### src/sv/assert_macros.svh
// Assertion macros shared by the search block modules.
`ifndef ASSERT_MACROS_SVH
`define ASSERT_MACROS_SVH

// Antecedent holds -> consequent holds in the same cycle.
`define GMD_ASSERT_NOW(lbl, ante, cons, msg) \
  lbl: assert property (@(posedge clk) disable iff (!rst_n) (ante) |-> (cons)) \
    else $error(msg);

// Antecedent holds -> consequent holds in the next cycle.
`define GMD_ASSERT_NEXT(lbl, ante, cons, msg) \
  lbl: assert property (@(posedge clk) disable iff (!rst_n) (ante) |=> (cons)) \
    else $error(msg);

`endif

### src/sv/gmdfs_pkg.sv
// Package: constants, codes and types of the maze depth-first search block.
`timescale 1ns / 1ps
package gmdfs_pkg;

  localparam int COORD_W     = 4;
  localparam int GRID_DIM    = 1 << COORD_W;
  localparam int CELLS       = GRID_DIM * GRID_DIM;
  localparam int CELL_W      = 2 * COORD_W;
  localparam int STACK_DEPTH = 1024;
  localparam int STACK_AW    = $clog2(STACK_DEPTH);
  localparam int SP_W        = STACK_AW + 1;
  localparam int ENTRY_W     = 2 * CELL_W;
  localparam int CNT_W       = 9;
  localparam int SAT_MAX     = (1 << CNT_W) - 1;
  localparam int KIND_W      = 2;
  localparam int OP_W        = 2;
  localparam int STATUS_W    = 3;
  localparam int RIDX_W      = 8;
  localparam int CFG_IDX_W   = 1;
  localparam int CFG_DATA_W  = 4;

  // cell kinds
  localparam logic [KIND_W-1:0] KIND_OPEN = 2'd0;
  localparam logic [KIND_W-1:0] KIND_WALL = 2'd1;
  localparam logic [KIND_W-1:0] KIND_EXIT = 2'd2;
  localparam logic [KIND_W-1:0] KIND_BAD  = 2'd3;

  // op codes
  localparam logic [OP_W-1:0] OP_WRITE  = 2'd0;
  localparam logic [OP_W-1:0] OP_SEARCH = 2'd1;
  localparam logic [OP_W-1:0] OP_READ   = 2'd2;

  // result status codes
  localparam logic [STATUS_W-1:0] ST_ACK      = 3'd0;
  localparam logic [STATUS_W-1:0] ST_FOUND    = 3'd1;
  localparam logic [STATUS_W-1:0] ST_NO_ROUTE = 3'd2;
  localparam logic [STATUS_W-1:0] ST_OVERFLOW = 3'd3;
  localparam logic [STATUS_W-1:0] ST_BEYOND   = 3'd4;

  // configuration register indexes
  localparam logic [CFG_IDX_W-1:0] REG_START_ROW = 1'd0;
  localparam logic [CFG_IDX_W-1:0] REG_START_COL = 1'd1;

  typedef struct packed {
    logic [OP_W-1:0]    op;
    logic [COORD_W-1:0] row;
    logic [COORD_W-1:0] col;
    logic [KIND_W-1:0]  cell_kind;
    logic [RIDX_W-1:0]  route_index;
  } in_item_t;

  typedef struct packed {
    logic [STATUS_W-1:0] status;
    logic [CNT_W-1:0]    route_length;
    logic [CNT_W-1:0]    dead_end_count;
    logic [COORD_W-1:0]  cell_row;
    logic [COORD_W-1:0]  cell_col;
  } out_item_t;

  // controller -> datapath commands
  typedef struct packed {
    logic                capture;
    logic                init;
    logic                clr_wr;
    logic                par_start;
    logic                rd_here;
    logic                mark;
    logic                nb_rd;
    logic                nb_push;
    logic                nb_next;
    logic                dead_inc;
    logic                pop_rd;
    logic                pop_vis_rd;
    logic                pop_take;
    logic                rt_init;
    logic                rt_rd;
    logic                rt_step;
    logic                fill_init;
    logic                fill_wr;
    logic                fill_step;
    logic                found_set;
    logic                route_rd;
    logic                res_set;
    logic [STATUS_W-1:0] res_code;
    logic                res_cell;
    logic                out_load;
  } cmd_t;

  // datapath -> controller status
  typedef struct packed {
    logic [OP_W-1:0] op;
    logic            start_ok;
    logic            clr_last;
    logic            here_exit;
    logic            nb_in_grid;
    logic            nb_ok;
    logic            nb_last;
    logic            sp_full;
    logic            sp_zero;
    logic            pushed;
    logic            pop_fresh;
    logic            rt_more;
    logic            fill_done;
    logic            ri_ok;
    logic            out_free;
  } sts_t;

endpackage

### src/sv/gmdfs_ctrl.sv
// Controller: sequences write, search, route rebuild and route read operations.
`timescale 1ns / 1ps
`include "assert_macros.svh"
module gmdfs_ctrl import gmdfs_pkg::*; (
  input  logic clk,
  input  logic rst_n,
  input  logic in_valid,
  output logic in_ready,
  input  sts_t sts,
  output cmd_t cmd
);

  localparam logic [4:0] S_IDLE = 5'd0;
  localparam logic [4:0] S_DEC  = 5'd1;
  localparam logic [4:0] S_CLR  = 5'd2;
  localparam logic [4:0] S_PAR  = 5'd3;
  localparam logic [4:0] S_RDH  = 5'd4;
  localparam logic [4:0] S_HERE = 5'd5;
  localparam logic [4:0] S_NBR  = 5'd6;
  localparam logic [4:0] S_NBC  = 5'd7;
  localparam logic [4:0] S_AFT  = 5'd8;
  localparam logic [4:0] S_POP  = 5'd9;
  localparam logic [4:0] S_POPW = 5'd10;
  localparam logic [4:0] S_POPC = 5'd11;
  localparam logic [4:0] S_RTC  = 5'd12;
  localparam logic [4:0] S_RTW  = 5'd13;
  localparam logic [4:0] S_FIL  = 5'd14;
  localparam logic [4:0] S_FLW  = 5'd15;
  localparam logic [4:0] S_RDW  = 5'd16;
  localparam logic [4:0] S_DONE = 5'd17;

  logic [4:0] state_r, state_nxt;

  always_ff @(posedge clk) begin
    if (!rst_n) begin
      state_r <= S_IDLE;
    end else begin
      state_r <= state_nxt;
    end
  end

  // next state and commands
  always_comb begin
    state_nxt = state_r;
    cmd       = '0;
    in_ready  = 1'b0;
    unique case (state_r)
      S_IDLE: begin
        in_ready = 1'b1;
        if (in_valid) begin
          cmd.capture = 1'b1;
          state_nxt   = S_DEC;
        end
      end
      S_DEC: begin
        unique case (sts.op)
          OP_SEARCH: begin
            cmd.init = 1'b1;
            if (sts.start_ok) begin
              state_nxt = S_CLR;
            end else begin
              cmd.res_set  = 1'b1;
              cmd.res_code = ST_NO_ROUTE;
              state_nxt    = S_DONE;
            end
          end
          OP_READ: begin
            if (sts.ri_ok) begin
              cmd.route_rd = 1'b1;
              state_nxt    = S_RDW;
            end else begin
              cmd.res_set  = 1'b1;
              cmd.res_code = ST_BEYOND;
              state_nxt    = S_DONE;
            end
          end
          default: begin
            cmd.res_set  = 1'b1;
            cmd.res_code = ST_ACK;
            state_nxt    = S_DONE;
          end
        endcase
      end
      // sweep the visited marks clear
      S_CLR: begin
        cmd.clr_wr = 1'b1;
        if (sts.clr_last) begin
          state_nxt = S_PAR;
        end
      end
      S_PAR: begin
        cmd.par_start = 1'b1;
        state_nxt     = S_RDH;
      end
      S_RDH: begin
        cmd.rd_here = 1'b1;
        state_nxt   = S_HERE;
      end
      S_HERE: begin
        if (sts.here_exit) begin
          cmd.rt_init = 1'b1;
          state_nxt   = S_RTC;
        end else begin
          cmd.mark  = 1'b1;
          state_nxt = S_NBR;
        end
      end
      // neighbour scan
      S_NBR: begin
        if (sts.nb_in_grid) begin
          cmd.nb_rd = 1'b1;
          state_nxt = S_NBC;
        end else if (sts.nb_last) begin
          state_nxt = S_AFT;
        end else begin
          cmd.nb_next = 1'b1;
        end
      end
      S_NBC: begin
        if (sts.nb_ok && sts.sp_full) begin
          cmd.res_set  = 1'b1;
          cmd.res_code = ST_OVERFLOW;
          state_nxt    = S_DONE;
        end else begin
          cmd.nb_push = sts.nb_ok;
          if (sts.nb_last) begin
            state_nxt = S_AFT;
          end else begin
            cmd.nb_next = 1'b1;
            state_nxt   = S_NBR;
          end
        end
      end
      S_AFT: begin
        cmd.dead_inc = !sts.pushed;
        state_nxt    = S_POP;
      end
      // pop until an unvisited cell turns up
      S_POP: begin
        if (sts.sp_zero) begin
          cmd.res_set  = 1'b1;
          cmd.res_code = ST_NO_ROUTE;
          state_nxt    = S_DONE;
        end else begin
          cmd.pop_rd = 1'b1;
          state_nxt  = S_POPW;
        end
      end
      S_POPW: begin
        cmd.pop_vis_rd = 1'b1;
        state_nxt      = S_POPC;
      end
      S_POPC: begin
        if (sts.pop_fresh) begin
          cmd.pop_take = 1'b1;
          state_nxt    = S_RDH;
        end else begin
          state_nxt = S_POP;
        end
      end
      // count route cells back to the entry
      S_RTC: begin
        if (sts.rt_more) begin
          cmd.rt_rd = 1'b1;
          state_nxt = S_RTW;
        end else begin
          cmd.fill_init = 1'b1;
          state_nxt     = S_FIL;
        end
      end
      S_RTW: begin
        cmd.rt_step = 1'b1;
        state_nxt   = S_RTC;
      end
      // write the route store from the exit backward
      S_FIL: begin
        if (sts.fill_done) begin
          cmd.found_set = 1'b1;
          cmd.res_set   = 1'b1;
          cmd.res_code  = ST_FOUND;
          state_nxt     = S_DONE;
        end else begin
          cmd.fill_wr = 1'b1;
          cmd.rt_rd   = 1'b1;
          state_nxt   = S_FLW;
        end
      end
      S_FLW: begin
        cmd.fill_step = 1'b1;
        state_nxt     = S_FIL;
      end
      S_RDW: begin
        cmd.res_set  = 1'b1;
        cmd.res_code = ST_ACK;
        cmd.res_cell = 1'b1;
        state_nxt    = S_DONE;
      end
      S_DONE: begin
        if (sts.out_free) begin
          cmd.out_load = 1'b1;
          state_nxt    = S_IDLE;
        end
      end
      default: begin
        state_nxt = S_IDLE;
      end
    endcase
  end

  `GMD_ASSERT_NOW(a_load_free, cmd.out_load, sts.out_free, "result loaded over a waiting one")
  `GMD_ASSERT_NEXT(a_capture_dec, in_valid && in_ready, state_r == S_DEC,
                   "accepted transaction not decoded")

endmodule

### config.mk
export PLATFORM = sky130hd
export DESIGN_NAME = gmdfs_ctrl
export DESIGN_NICKNAME = d
export VERILOG_FILES = /design/src/sv/gmdfs_pkg.sv /design/src/sv/gmdfs_ctrl.sv
export VERILOG_INCLUDE_DIRS = /design/src /design/src/sv
export SDC_FILE = /design/constraint.sdc
export NUM_CORES = 1
export LEC_CHECK = 0
export ABC_AREA = 1
export BUFFER_PORTS_ARGS = -buffer_cell sky130_fd_sc_hd__buf_2
export CAP_MARGIN = 20
export CORE_MARGIN = 3
export CORE_UTILIZATION = 30
export DETAILED_ROUTE_END_ITERATION = 16
export HOLD_SLACK_MARGIN = 0.02
export PLACE_DENSITY_LB_ADDON = 0.25
export SLEW_MARGIN = 20
export SYNTH_ARGS = -nofsm -noshare
export SYNTH_HDL_FRONTEND = slang
export SYNTH_SLANG_ARGS = --single-unit
### constraint.sdc
create_clock -name clk -period 1.8 [get_ports clk]
set_clock_uncertainty 0.1 [all_clocks]
set_input_delay 0.27 -clock clk [delete_from_list [all_inputs] [get_ports clk]]
set_output_delay 0.27 -clock clk [all_outputs]
set_load 0.01 [all_outputs]
==> impl_summary.md <==
Status
The flow ran to the end, and the final reports show no timing, DRC or antenna violations.

Setup path
The endpoint identified for the worst register-to-register timing path is state_r[0]. The critical path starts at state_r[0]. The critical path class is flop to output port.

For the worst setup path, the data required time is 1.43 ns. The critical path runs through a total of 6 cells. The delay of the slowest critical-path stage is 0.36 ns. The worst path buffer plus inverter count is 1.

The reg2reg setup slack is 0.22 ns. The count of cells along the worst register-to-register path is 9. The largest fanout on the critical path is 7. The worst setup path is captured at an output port. The arrival time at the worst endpoint is 1.40 ns. The cell with the largest stage delay on the worst path is sky130_fd_sc_hd__dfxtp_4. Grouping stages by cell kind, the critical path spends the most delay in simple AND/OR/NAND/NOR gates.

The startpoint identified for the worst register-to-register timing path is state_r[0]. The cell occurring most often along the worst timing path is sky130_fd_sc_hd__nand2_1. Traced cell by cell, the critical path runs through nor2_4 > nand2_1 > nor2_2 > nor3_4 > nand2_1 > buf_2. The type of origin of the critical path is a flop. The critical path capture point is cmd[5].

Timing
The final max-slew violation count is 0. The highest clock rate is 563 MHz. The worst slew slack as a fraction of its limit is 81.4%.

Setup total negative slack on the finished layout was measured at 0 ns. Setup slack on the critical path of the routed design comes to 0.0250 ns. Setup repair after global routing could not meet its margin everywhere. The final critical-path share of the clock period is 98.6%. The total count of hold-check failures in the final report is 0. The pin slew with the least headroom to its limit is 0.276 ns. The final period demand of the worst path is 1.77 ns. The setup-violating endpoint count in the final report is 0.

GRT
Global routing used 15.5% of the available tracks. The via count of the first global-routing pass is 1050. Entering global routing, the biggest net connects 10 pins.

The initial antenna violation count is 0. The first global-routing pass estimated 4260 µm of wire. The total grt overflow is 0.

Detailed routing
The first-pass detailed-route iteration total is 4. In the final routed layout, each cell accounts on average for 10.6 µm. After the first detailed-routing iteration, the DRC count stood at 55. Summed over all layers, the routed wires come to 2740 µm. The number of vias after detailed routing is 1192. Dividing the detail-routed via count by the number of cells gives 4.60.

The number of design rule violations left after detail routing is 0. The residual antenna-violating net count after detailed routing is 0.

Clock tree
The root buffer cell is sky130_fd_sc_hd__clkbuf_4. At the later pin of the worst-skew pair, clock insertion delay measures 0.24 ns. The clock drives 5 sinks. The maximum buffer depth of the clock tree is 2. The maximum level of the CTS H-tree is 1. TritonCTS created 3 clock buffers. Clock-pin slew was measured on the worst setup and hold paths at 0.05 ns. TritonCTS built the clock tree.

Cells and area
The antenna cell count is 0. The largest registers in the layout are state_r x5. The most common library cell in the layout ignoring fill and taps is sky130_fd_sc_hd__buf_2.

Compared with the post-synthesis result, the final layout area differs by 58.8%. The multi-input combinational cells in the finished layout cover a total of 634 µm². In the layout the commonest cells are 46 x sky130_fd_sc_hd__buf_2, 39 x sky130_fd_sc_hd__inv_1, 37 x sky130_fd_sc_hd__nand2_1. Of the cells placed in the final design, the portion with a size suffix greater than 1 is 38.9%. In the final design database the tool counted 252 nets. Registers take 119 µm². The number of fill cells is 296.

The register bank with the most flops is state_r. The number of flip-flops in the largest register is 5.

Yosys
After synthesis, the cell types taking the most area are sky130_fd_sc_hd__inv_1 19%, sky130_fd_sc_hd__nand2_1 19%, sky130_fd_sc_hd__nor2_1 14%, sky130_fd_sc_hd__dfxtp_1 12%, sky130_fd_sc_hd__nand3_1 11%. The sequential element share of the synthesized area is 12.2%. The number of nets handed over by synthesis was 190. Counting every instance in the synthesized netlist gives 168. The Yosys step of the flow raised 0 warnings.

The share of synthesized area in the top cell type comes to 19.2%. In this run, synthesis produced a sequential element count of 5. The largest total area in the synthesized netlist belongs to sky130_fd_sc_hd__inv_1. The cell area that synthesis handed to floorplanning was 820 µm².

Yosys mapped the design onto 19 distinct sky130hd cell types. The average size of a mapped cell is 4.88 µm².

Placement
OpenSTA, run right after detailed placement, puts the worst setup slack at 0.129 ns. The count of port buffers added during placement is 46. Summed over all nets, the half-perimeter wirelength after detailed placement is 2240 µm. At the end of routability-driven placement, the weighted congestion stood at 0.861.

Worst hold path
The path class of the tightest hold or removal check is primary input to flop. Counting instances, the worst hold path has a depth of 3.

Die
Row generation in the floorplan step produced 18 rows. The die is 58.3 µm tall. The standard cell core area is 2540 µm². For this configuration, the core starts out at a cell density of 32.2%. 47 I/O pins were placed. The floorplan step set the die width to 58.3 µm. The area enclosed by the die boundary is 3390 µm².

Power
Dividing total power by cell area gives a power density of 543 nW/µm². The highest ir drop seen on vdd is 0.000402 V. In this run the static leakage power is 0.941 nW.

Flow run
Max-cap violations in this run came to 0.
-- logic make-up after synthesis --
| family | synth area share [%] |
|---|---|
| and+or+nand+nor | 54.4 |
| buffers and inverters | 20.2 |
| AOI/OAI and AO/OA | 8.70 |
| DFF | 12.2 |
| adders and majority gates | 4.58 |
-- cell usage after synthesis, drive strengths merged --
library cell  instances
nand4                 3
o21bai                1
o31ai                 2
nor3b                 1
nor3                  4
nand3                18
nor2                 33
nand2                43
ha                    3
dfxtp                 5
o21ai                 4
inv                  44
nand3b                1
a21oi                 5
nor4                  1
-- per-stage QoR --
step / cell area [µm²] / power (mW) / utilization (%) / hold WS [ns] / cells
4_1_cts: 1180 / 0.645 / 46.5 / 0.145 / 253
3_5_place_dp: 1110 / 0.494 / 43.6 / 0.385 / 247
2_1_floorplan: 820 / 0.366 / - / 0.268 / 168
3_3_place_gp: 1110 / 0.497 / 43.6 / 0.388 / 247
5_1_grt: 1300 / 0.771 / 51.1 / 0.165 / 259
6_report: 1300 / 0.706 / 51.1 / 0.144 / 259
-- worst reg2reg max path: stages (launching register included) --
cell and delay, ns:
sky130_fd_sc_hd__dfxtp_4 0.38, sky130_fd_sc_hd__inv_1 0.07, sky130_fd_sc_hd__nand2_1 0.12, sky130_fd_sc_hd__inv_1 0.11, sky130_fd_sc_hd__nand4_1 0.16, sky130_fd_sc_hd__buf_4 0.14
sky130_fd_sc_hd__nand3_1 0.08, sky130_fd_sc_hd__a21oi_2 0.16, sky130_fd_sc_hd__nand2_1 0.08, sky130_fd_sc_hd__a21oi_1 0.12
-- report_power, final --
group	leakage (nW)	total, mW	internal [mW]	switching, mW
Sequential	0.0444	0.157	0.131	0.0265
Combinational	0.881	0.419	0.166	0.253
Clock	0.0150	0.130	0.0838	0.0458
Total	0.941	0.706	0.380	0.326
-- worst min path at each step --
stage / start / end / slack [ns]
floorplan: rst_n / state_r[2] / 0.27
global placement: rst_n / state_r[4] / 0.39
detailed placement: rst_n / state_r[4] / 0.38
CTS: rst_n / state_r[4] / 0.14
global route: rst_n / state_r[4] / 0.17
finish: rst_n / state_r[4] / 0.14
-- area by class of cell --
cell class / count / area share (%)
inverters: 44 / 12.9
flip-flops and latches: 5 / 9.13
repair buffers: 57 / 24.3
multi-input cells: 119 / 48.7
clock buffers: 4 / 2.02
well taps: 30 / 2.88
-- per-layer routing --
layer	part of all wire [%]	track usage, %	up-vias
met4	0	2.98	0
met3	7.8	2.45	0
met2	47	26.3	45
met5	0	0	-
li1	-	-	632
met1	45	20.6	515
-- what timing repair did --
action                                  in CTS  in global routing
endpoints found under the setup margin       4                 10
pin swaps                                    1                  9
gates resized for setup                     11                 24
hold buffers                                 0                  0
setup buffers                                2                  6
hold endpoints to repair                     0                  0
Note: power is estimated with default switching activity, not from simulation.
